<file path="src/rtl/speed_hysteresis_recording_gate_defines.svh">
// Assertion macros for the speed hysteresis recording gate.
`ifndef SPEED_HYSTERESIS_RECORDING_GATE_DEFINES_SVH
`define SPEED_HYSTERESIS_RECORDING_GATE_DEFINES_SVH

// The consequent must hold in the same cycle as the antecedent.
`define SHRG_ASSERT_NOW(label, ante, cons) \
	label: assert property (@(posedge clk) disable iff (!arst_n) (ante) |-> (cons)) \
		else $error("Same-cycle check failed.");

// The consequent must hold in the cycle after the antecedent.
`define SHRG_ASSERT_NEXT(label, ante, cons) \
	label: assert property (@(posedge clk) disable iff (!arst_n) (ante) |=> (cons)) \
		else $error("Next-cycle check failed.");

`endif

</file>
<file path="src/rtl/shrg_pkg.sv">
// Types and constants of the speed hysteresis recording gate.
package shrg_pkg;

	localparam int unsigned TIME_W  = 32;
	localparam int unsigned SPEED_W = 12;
	localparam int unsigned HOLD_W  = 24;
	localparam int unsigned CFG_IDX_W = 2;
	localparam int unsigned CFG_DATA_W = 24;

	typedef logic [TIME_W-1:0]  time_ms_t;
	typedef logic [SPEED_W-1:0] speed_t;
	typedef logic [HOLD_W-1:0]  hold_ms_t;

	typedef enum logic [CFG_IDX_W-1:0] {
		REG_ENTER_SPEED   = 2'd0,
		REG_EXIT_SPEED    = 2'd1,
		REG_FIX_HOLD_TIME = 2'd2,
		REG_COAST_TIME    = 2'd3
	} cfg_reg_t;

	localparam speed_t   ENTER_SPEED_RST   = 12'd150;
	localparam speed_t   EXIT_SPEED_RST    = 12'd50;
	localparam hold_ms_t FIX_HOLD_TIME_RST = 24'd3000;
	localparam hold_ms_t COAST_TIME_RST    = 24'd30000;

endpackage

</file>
<file path="src/rtl/speed_hysteresis_recording_gate.sv">
// Speed hysteresis recording gate: input register, one stage of update logic, result register.
// An accepted item is held in the input register, and its result is then written to the result register.
// One item is taken per cycle; the input stalls only while a stalled result holds the output.
// The gate state and the result register are written at the same edge, so back-to-back items
// see the state left by the item before them.
// Asynchronous reset clears the gate state, empties both stages and loads the registers' defaults.
module speed_hysteresis_recording_gate
	import shrg_pkg::*;
(
	input  logic                  clk,
	input  logic                  arst_n,
	input  logic                  cfg_valid,
	output logic                  cfg_ready,
	input  logic [CFG_IDX_W-1:0]  cfg_index,
	input  logic [CFG_DATA_W-1:0] cfg_data,
	input  logic                  item_valid,
	output logic                  item_stall,
	input  logic [TIME_W-1:0]     now_time,
	input  logic                  sample_present,
	input  logic [SPEED_W-1:0]    speed,
	input  logic                  imu_still,
	input  logic                  gps_alive,
	input  logic                  restart,
	output logic                  result_valid,
	input  logic                  result_stall,
	output logic                  recording,
	output logic                  gate_open
);

`include "speed_hysteresis_recording_gate_defines.svh"

	speed_t   enter_speed_q;
	speed_t   exit_speed_q;
	hold_ms_t fix_hold_time_q;
	hold_ms_t coast_time_q;

	logic     gate_is_open_q;
	logic     below_exit_q;
	time_ms_t below_start_time_q;
	logic     seen_sample_q;
	time_ms_t last_sample_time_q;

	logic     valid_s1;
	time_ms_t now_time_s1;
	logic     sample_present_s1;
	speed_t   speed_s1;
	logic     imu_still_s1;
	logic     gps_alive_s1;
	logic     restart_s1;

	logic     result_valid_q;
	logic     recording_q;
	logic     gate_open_q;

	logic     advance;
	logic     take_item;
	logic     compute;

	logic     gate_0;
	logic     below_0;
	time_ms_t bst_0;
	logic     seen_0;
	time_ms_t lst_0;

	logic     gate_1;
	logic     below_1;
	time_ms_t bst_1;
	logic     seen_1;
	time_ms_t lst_1;

	time_ms_t coast_age;
	time_ms_t sample_age;
	logic     coast_done;
	logic     fresh;
	logic     rec_next;

	assign cfg_ready = 1'b1;

	always_ff @(posedge clk or negedge arst_n) begin
		if (!arst_n) begin
			enter_speed_q   <= ENTER_SPEED_RST;
			exit_speed_q    <= EXIT_SPEED_RST;
			fix_hold_time_q <= FIX_HOLD_TIME_RST;
			coast_time_q    <= COAST_TIME_RST;
		end else if (cfg_valid && cfg_ready) begin
			unique case (cfg_reg_t'(cfg_index))
				REG_ENTER_SPEED:   enter_speed_q   <= cfg_data[SPEED_W-1:0];
				REG_EXIT_SPEED:    exit_speed_q    <= cfg_data[SPEED_W-1:0];
				REG_FIX_HOLD_TIME: fix_hold_time_q <= cfg_data[HOLD_W-1:0];
				REG_COAST_TIME:    coast_time_q    <= cfg_data[HOLD_W-1:0];
				default: ;
			endcase
		end
	end

	assign advance    = !result_valid_q || !result_stall;
	assign compute    = valid_s1 && advance;
	assign item_stall = valid_s1 && !advance;
	assign take_item  = item_valid && !item_stall;

	always_ff @(posedge clk or negedge arst_n) begin
		if (!arst_n) begin
			valid_s1 <= 1'b0;
		end else if (take_item) begin
			valid_s1 <= 1'b1;
		end else if (advance) begin
			valid_s1 <= 1'b0;
		end
	end

	always_ff @(posedge clk) begin
		if (take_item) begin
			now_time_s1       <= now_time;
			sample_present_s1 <= sample_present;
			speed_s1          <= speed;
			imu_still_s1      <= imu_still;
			gps_alive_s1      <= gps_alive;
			restart_s1        <= restart;
		end
	end

	// A restart clears the state before the item's sample is applied.
	always_comb begin
		gate_0  = restart_s1 ? 1'b0 : gate_is_open_q;
		below_0 = restart_s1 ? 1'b0 : below_exit_q;
		bst_0   = restart_s1 ? '0 : below_start_time_q;
		seen_0  = restart_s1 ? 1'b0 : seen_sample_q;
		lst_0   = restart_s1 ? '0 : last_sample_time_q;
	end

	// Gate update. The enter test is made first, so crossed thresholds still open the gate.
	always_comb begin
		gate_1  = gate_0;
		below_1 = below_0;
		bst_1   = bst_0;
		seen_1  = seen_0;
		lst_1   = lst_0;
		if (sample_present_s1) begin
			seen_1 = 1'b1;
			lst_1  = now_time_s1;
			if (speed_s1 >= enter_speed_q) begin
				below_1 = 1'b0;
			end else if (speed_s1 < exit_speed_q) begin
				below_1 = 1'b1;
				if (!below_0) begin
					bst_1 = now_time_s1;
				end
			end else begin
				below_1 = 1'b0;
			end
		end
		coast_age  = now_time_s1 - bst_1;
		sample_age = now_time_s1 - lst_1;
		coast_done = coast_age >= {{(TIME_W-HOLD_W){1'b0}}, coast_time_q};
		fresh      = seen_1 && (sample_age <= {{(TIME_W-HOLD_W){1'b0}}, fix_hold_time_q});
		if (sample_present_s1) begin
			if (speed_s1 >= enter_speed_q) begin
				gate_1 = 1'b1;
			end else if ((speed_s1 < exit_speed_q) && coast_done) begin
				gate_1 = 1'b0;
			end
		end
		if (!fresh) begin
			if (!gps_alive_s1) begin
				rec_next = !imu_still_s1;
			end else if (!seen_1 || !gate_1) begin
				rec_next = 1'b0;
			end else begin
				rec_next = !imu_still_s1;
			end
		end else begin
			rec_next = gate_1 && !(below_1 && coast_done);
		end
	end

	always_ff @(posedge clk or negedge arst_n) begin
		if (!arst_n) begin
			gate_is_open_q     <= 1'b0;
			below_exit_q       <= 1'b0;
			below_start_time_q <= '0;
			seen_sample_q      <= 1'b0;
			last_sample_time_q <= '0;
		end else if (compute) begin
			gate_is_open_q     <= gate_1;
			below_exit_q       <= below_1;
			below_start_time_q <= bst_1;
			seen_sample_q      <= seen_1;
			last_sample_time_q <= lst_1;
		end
	end

	always_ff @(posedge clk or negedge arst_n) begin
		if (!arst_n) begin
			result_valid_q <= 1'b0;
		end else if (advance) begin
			result_valid_q <= valid_s1;
		end
	end

	always_ff @(posedge clk) begin
		if (compute) begin
			recording_q <= rec_next;
			gate_open_q <= gate_1;
		end
	end

	assign result_valid = result_valid_q;
	assign recording    = recording_q;
	assign gate_open    = gate_open_q;

	`SHRG_ASSERT_NOW(a_stall_only_when_full, item_stall, valid_s1)
	`SHRG_ASSERT_NEXT(a_result_matches_state, compute, gate_open_q == gate_is_open_q)
	`SHRG_ASSERT_NEXT(a_restart_closes_gate,
		compute && restart_s1 && !sample_present_s1,
		!gate_is_open_q && !below_exit_q && !seen_sample_q)

endmodule
</file>
<file path="config.mk">
export PLATFORM = sky130hd
export DESIGN_NAME = speed_hysteresis_recording_gate
export DESIGN_NICKNAME = d
export VERILOG_FILES = /design/src/rtl/shrg_pkg.sv /design/src/rtl/speed_hysteresis_recording_gate.sv
export VERILOG_INCLUDE_DIRS = /design/src /design/src/rtl
export SDC_FILE = /design/constraint.sdc
export NUM_CORES = 1
export LEC_CHECK = 0
export BUFFER_PORTS_ARGS = -buffer_cell sky130_fd_sc_hd__buf_2
export CAP_MARGIN = 30
export CORE_MARGIN = 4
export CORE_UTILIZATION = 45
export DETAILED_ROUTE_END_ITERATION = 8
export PLACE_DENSITY = 0.67
export SYNTH_ARGS = -nofsm -noshare
export SYNTH_HDL_FRONTEND = slang
export SYNTH_SLANG_ARGS = --single-unit
</file>
<file path="constraint.sdc">
create_clock -name clk -period 6 [get_ports clk]
set_clock_uncertainty 0.15 [all_clocks]
set_input_delay 0.6 -clock clk [delete_from_list [all_inputs] [get_ports clk]]
set_output_delay 0.6 -clock clk [all_outputs]
set_load 0.005 [all_outputs]
</file>
Word-level counts from Yosys, hierarchy flattened --
Cells that the tools add are included.
Storage, ports and cells: bits in registers 191
Operators by class: add/subtract/negate cells 2, magnitude comparators 4, equal/unequal tests 3, muxes and demuxes 22, reduce and logical (&&, ||, !) cells 23
Operators by type and width (number):
- two-way mux 32 bit | 7
- subtractor 32 bit | 2
- >= comparator 32 x 24 -> 1 bit | 1
- <= comparator 32 x 24 -> 1 bit | 1
- two-way mux 1 bit | 15
- >= comparator 12 bit | 1
- less-than comparator 12 bit | 1
- zero test 1 bit | 8
- AND reduction 2 bit | 4
- logical AND 1 bit | 7
- == test 2 bit (second input constant) | 2
- == test 2 x 1 -> 1 bit (second input constant) | 1
- zero test 2 bit | 1
- logical OR 1 bit | 2
- nonzero test 2 bit | 1

Depth between registers and ports, before layout --
depth after elaboration 16, depth in mapped cells 31

Least setup slack after synthesis --
No wires, ideal clock.
path kind register to register, start reg exit_speed_q[4], end reg recording_q, in the netlist recording (data pin), library setup time 146 ps, arrival 5652 ps, required time 5704 ps, path slack 52 ps, stages on the path, launching flop included 26, buffers on the path 1, cells stage by stage dfstp_2 > inv_1 > ha_1 > o211a_1 > a221oi_1 > o31a_1 > nor4b_2 > clkbuf_1 > nand2_1 > o21ai_0 > ha_1 > inv_1 > fa_1 > a211oi_2 > o21bai_2 > o211ai_2 > a211oi_1 > o41a_1 > xnor2_1 > ha_1 > o21a_1 > o31a_1 > a211oi_1 > nand4_1 > or4_1 > a21oi_1
Between the ends: cells in the longest elaborated chain, start to end 15, elaborated cells on any way between the ends 21, classes of those cells add/sub (1); order compare (2); mux (12); reduce/logical (6)
Ends and longest elaborated chain:
- start: declaration | RTL line speed_hysteresis_recording_gate.sv:33 | speed_t exit_speed_q;
- start signal: assignment | RTL line speed_hysteresis_recording_gate.sv:88 | REG_EXIT_SPEED: exit_speed_q <= cfg_data[SPEED_W-1:0];
- less-than comparator 12 bit (*) | RTL line speed_hysteresis_recording_gate.sv:143 | end else if (speed_s1 < exit_speed_q) begin
- two-way mux 32 bit (*) | RTL line speed_hysteresis_recording_gate.sv:143
- two-way mux 32 bit (*) | RTL line speed_hysteresis_recording_gate.sv:141 | if (speed_s1 >= enter_speed_q) begin
- two-way mux 32 bit (*) | RTL line speed_hysteresis_recording_gate.sv:138 | if (sample_present_s1) begin
- net bst_1[0] | RTL line speed_hysteresis_recording_gate.sv:67 | time_ms_t bst_1;
- subtractor 32 bit (*) | RTL line speed_hysteresis_recording_gate.sv:152 | coast_age = now_time_s1 - bst_1;
- >= comparator 32 x 24 -> 1 bit (*) | RTL line speed_hysteresis_recording_gate.sv:154 | coast_done = coast_age >= {{(TIME_W-HOLD_W){1'b0}}, coast_time_q};
- logical AND 1 bit | RTL line speed_hysteresis_recording_gate.sv:159 | end else if ((speed_s1 < exit_speed_q) && coast_done) begin
- two-way mux 1 bit | RTL line speed_hysteresis_recording_gate.sv:159
- two-way mux 1 bit | RTL line speed_hysteresis_recording_gate.sv:157 | if (speed_s1 >= enter_speed_q) begin
- two-way mux 1 bit | RTL line speed_hysteresis_recording_gate.sv:156 | if (sample_present_s1) begin
- zero test 1 bit | RTL line speed_hysteresis_recording_gate.sv:166 | end else if (!seen_1 || !gate_1) begin
- logical OR 1 bit | RTL line speed_hysteresis_recording_gate.sv:166
- two-way mux 1 bit | RTL line speed_hysteresis_recording_gate.sv:166
- two-way mux 1 bit | RTL line speed_hysteresis_recording_gate.sv:164 | if (!gps_alive_s1) begin
- two-way mux 1 bit (*) | RTL line speed_hysteresis_recording_gate.sv:163 | if (!fresh) begin
- net rec_next | RTL line speed_hysteresis_recording_gate.sv:75 | logic rec_next;
- end signal: assignment | RTL line speed_hysteresis_recording_gate.sv:202 | recording_q <= rec_next;
- end: declaration | RTL line speed_hysteresis_recording_gate.sv:52 | logic recording_q;
Mark *: on every way through the listed nets, which the timed path passes. The rest lies on a longest branch. A chain may end at the register's enable or synchronous reset.

Final worst setup path --
start reg speed_s1[2], end reg recording_q, in the netlist recording (data pin)
Between the ends: cells in the longest elaborated chain, start to end 15, elaborated cells on any way between the ends 22, classes of those cells add/sub (1); order compare (3); mux (12); reduce/logical (6)
Ends and longest elaborated chain:
- start: declaration | RTL line speed_hysteresis_recording_gate.sv:46 | speed_t speed_s1;
- start signal: assignment | RTL line speed_hysteresis_recording_gate.sv:115 | speed_s1 <= speed;
- less-than comparator 12 bit | RTL line speed_hysteresis_recording_gate.sv:143, speed_hysteresis_recording_gate.sv:159
- two-way mux 32 bit | RTL line speed_hysteresis_recording_gate.sv:143
- two-way mux 32 bit | RTL line speed_hysteresis_recording_gate.sv:141
- two-way mux 32 bit | RTL line speed_hysteresis_recording_gate.sv:138
- subtractor 32 bit | RTL line speed_hysteresis_recording_gate.sv:152
- >= comparator 32 x 24 -> 1 bit | RTL line speed_hysteresis_recording_gate.sv:154
- logical AND 1 bit | RTL line speed_hysteresis_recording_gate.sv:159
- two-way mux 1 bit | RTL line speed_hysteresis_recording_gate.sv:159
- two-way mux 1 bit | RTL line speed_hysteresis_recording_gate.sv:157
- two-way mux 1 bit | RTL line speed_hysteresis_recording_gate.sv:156
- zero test 1 bit | RTL line speed_hysteresis_recording_gate.sv:166
- logical OR 1 bit | RTL line speed_hysteresis_recording_gate.sv:166
- two-way mux 1 bit | RTL line speed_hysteresis_recording_gate.sv:166
- two-way mux 1 bit | RTL line speed_hysteresis_recording_gate.sv:164
- two-way mux 1 bit (*) | RTL line speed_hysteresis_recording_gate.sv:163
- net rec_next | RTL line speed_hysteresis_recording_gate.sv:75
Marked as above.

==> results.yml <==
clock_tree:
  htreeDepth: 4
  cts_tree: "built"
  cts-root-buf: "clkbuf_16"
  worstSkewPairLatency_ns: 0.45
  clk_pin_slew_ns: 0.09
  numCtsBuffers: 17
  clockBufferDepth: 2
  cts.sinks: 191
grt:
  grt_pass1_wl_microns: 58500
  antenna_found_initial: 0
  grt_pass1_vias: 10959
  gr-total-overflow: 0
  grt_util_all_layers: 0.233
  grt_max_degree: 99
finish:
  mostFrequentLayoutCell: "nand2_1"
  final_area_sq_um: 15700
  final_cell_mix: "nand2_1, buf_4, ha_1"
  layout.nets: 1770
  area_growth_pct: 20.9
  drive_gt1_frac: 0.259
  diodes: 0
yosys:
  ys_types: 81
  synthSimpleGateAreaFrac: 0.127
  synth_ff_type: "dfrtp_1"
  syn_area_per_cell_sq_um: 9.50
  synth-compound-area-share: 0.217
  ys_seq_elements: 191
  syn_area_sq_um: 13000
  synthXorXnorAreaFrac: 0.0330
  synth_edf_count: 50
  yosys_warnings: 0
  syn_nets: 1583
  synth_top_family_by_area: "compound AO/OA/AOI/OAI gates"
  synth_fa_ha_area_frac: 0.132
  yosysSeqAreaShare: 0.389
  ys_async_sr_fraction: 0.738
  synthMuxAreaShare: 0.0569
  syn_inst: 1368
floorplan:
  rows: 61
  core-area_sq_um: 28200
  dieWidth_microns: 178
  ios: 84
  start_util: 0.462
  dieArea_sq_um: 31700
  fp.dieH_microns: 178
critical_path:
  critPathCaptureType: "flop"
  crit_path_max_fanout: 14
  critPathKind: "flop to flop"
  worstSetupStartpointType: "flop"
  cp.required_ns: 6.15
  arrival_ns: 6.22
place:
  place_ws_ns: -0.421
  place.gp.congestion: 0.984
  dp_hpwl_microns: 27300
  io_buffers: 82
  postPlaceCellArea_sq_um: 14700
power_and_ir_drop:
  p_int_w: 0.00320
  p_per_area_nw_per_um2: 331
  pwr-share-clk: 0.239
  power_leakage_nw: 6.86
  switching_share: 0.386
  vdd_drop_max_mv: 0.200
  total_power_w: 0.00520
  pwr-share-seq: 0.324
  power_frac_comb: 0.436
  power.switching_w: 0.00201
sta:
  setup_violations: 3
  layout_setup_ws_ns: -0.0707
  rsz0062_at_grt: "yes"
  max_slew_margin: 0.432
  finalMaxSlewViolations: 0
  tightest_slew_ns: 0.851
  hold_viol: 0
  period_needed_ns: 6.07
  fmax_ghz: 0.165
  period_share: 1.01
outcome:
  violations: "setup timing"
  run_status: "complete, but fails checks"
route:
  vias: 11149
  drc_errors: 0
  drtIter0Drc: 821
  finalWirelength_microns: 36200
  firstDrtPassIters: 5
  wl_per_cell_microns: 18.6
  antenna_left: 0
  vias_per_cell: 5.73
job:
  cap_violations: 0
min_path:
  hp-class: "input pin to flop"
-- layer usage --
layer,share of wire,GRT usage,vias to the layer above
met5,0,0,-
met2,0.46,0.373,290
met4,0.028,0.0738,0
met3,0.043,0.0249,57
li1,-,-,5414
met1,0.47,0.331,5388
-- kinds of logic (layout without fill, tap and decap cells) --
family / count (synthesis) / count (layout)
AND/OR/NAND/NOR: 346 / 346
XOR/XNOR: 49 / 49
multiplexers: 66 / 66
other: 1 / 1
flip-flops: 191 / 191
adder cells (fa/ha/maj): 136 / 136
AO/OA/AOI/OAI: 426 / 426
buffers and inverters: 153 / 353
-- critical path, stage by stage, from the launching register on --
cell	delay [ns]
edfxtp_1	0.50
ha_4	0.26
a21oi_1	0.18
o21ai_2	0.10
a221oi_2	0.25
o31a_1	0.18
nor4b_4	0.21
buf_6	0.18
buf_12	0.13
buf_12	0.14
nor3b_1	0.05
a21oi_1	0.16
ha_1	0.33
a21oi_2	0.27
o21ai_0	0.21
nor2_2	0.20
o21bai_1	0.08
a21oi_1	0.21
xnor2_1	0.12
ha_1	0.33
a21oi_2	0.15
a2bb2oi_2	0.14
a21oi_1	0.08
o31a_1	0.29
a211oi_2	0.25
nand4_1	0.12
or4_4	0.49
a21oi_1	0.13
-- area by class of cell --
| type | count | area, sq um |
|---|---|---|
| Tap cell | 378 | 473 |
| Fill cell | 2474 | 12500 |
| Clock inverter | 15 | 233 |
| Clock buffer | 17 | 425 |
| Inverter | 96 | 360 |
| Timing Repair Buffer | 225 | 1590 |
| Sequential cell | 191 | 5060 |
| Multi-Input combinational cell | 1024 | 7580 |
-- path summary, 6_finish.rpt --
path                            cells past startpoint                     to             startpoint  slack [ns]
worst min register to register                      2  below_start_time_q[5]  below_start_time_q[5]        0.33
worst max register to register                     27              recording            speed_s1[2]       -0.07
min in group asynchronous                           2       enter_speed_q[3]                 arst_n        0.32
worst max-delay path                               27              recording            speed_s1[2]       -0.07
worst min-delay path                                1            speed_s1[0]               speed[0]        0.17
max in group asynchronous                           4         gate_is_open_q                 arst_n        4.09
-- through the flow --
| stage | util | setup TNS (ns) | hold slack (ns) | cells |
|---|---|---|---|---|
| floorplan | - | 0 | 0.154 | 1368 |
| global placement | 0.521 | -0.439 | 0.303 | 1899 |
| detailed placement | 0.521 | -1.18 | 0.314 | 1899 |
| CTS | 0.554 | -0.0952 | 0.121 | 1942 |
| global route | 0.558 | -0.976 | 0.136 | 1946 |
| finish | 0.558 | -0.124 | 0.167 | 1946 |
-- power by group through the flow --
| stage | logic (W) | clock network (W) | registers [W] |
|---|---|---|---|
| final | 0.00227 | 0.00124 | 0.00169 |
| after global routing | 0.00251 | 0.00132 | 0.00171 |
| after floorplan | 0.00138 | 0 | 0.00166 |
| after global placement | 0.00207 | 0 | 0.00170 |
| after detailed placement | 0.00212 | 0 | 0.00171 |
| after CTS | 0.00221 | 0.00127 | 0.00168 |
-- state kept, by name, summed over array words and instances, names as in the netlist, 12 cells and up --
signal and count:
coast_time_q 24, last_sample_time_q 32, fix_hold_time_q 24, speed_s1 12
below_start_time_q 32, exit_speed_q 12, now_time_s1 32, enter_speed_q 12
-- synthesized netlist by cell type (4+ instances only) --
cell | instances | share of area
nand2_1 | 144 | 0.042
ha_1 | 134 | 0.13
dfrtp_1 | 120 | 0.23
o21ai_0 | 112 | 0.043
a21oi_1 | 106 | 0.041
inv_1 | 95 | 0.027
nor2_1 | 63 | 0.018
mux2_2 | 62 | 0.054
edfxtp_1 | 50 | 0.12
clkbuf_1 | 46 | 0.013
xnor2_1 | 38 | 0.026
nand3_1 | 32 | 0.012
a22oi_1 | 30 | 0.017
dfstp_2 | 21 | 0.042
nor3_1 | 21 | 0.0081
a211oi_1 | 20 | 0.012
a21o_1 | 19 | 0.011
a32oi_1 | 18 | 0.012
nand4_1 | 18 | 0.0087
a32o_1 | 17 | 0.013
nor3b_1 | 15 | 0.0087
nor2b_1 | 13 | 0.0063
o21a_1 | 13 | 0.0075
o21bai_1 | 13 | 0.0075
xor2_1 | 11 | 0.0074
nand2b_1 | 10 | 0.0048
o211ai_1 | 10 | 0.0058
a31oi_1 | 7 | 0.0034
and3_1 | 7 | 0.0034
buf_2 | 7 | 0.0027
o31ai_1 | 6 | 0.0035
o31a_1 | 5 | 0.0034
a21boi_0 | 4 | 0.0023
nor4_1 | 4 | 0.0019
-- what timing repair did --
action / 4_1_cts / 5_1_grt
resized for setup: 48 / 13
hold endpoints to repair: 0 / 2
cloned: 1 / 0
buffers inserted: 10 / 2
hold buffers: 0 / 1
pin swaps: 30 / 15
endpoints found under the setup margin: 3 / 3
Power figures use the tool's default switching activity.
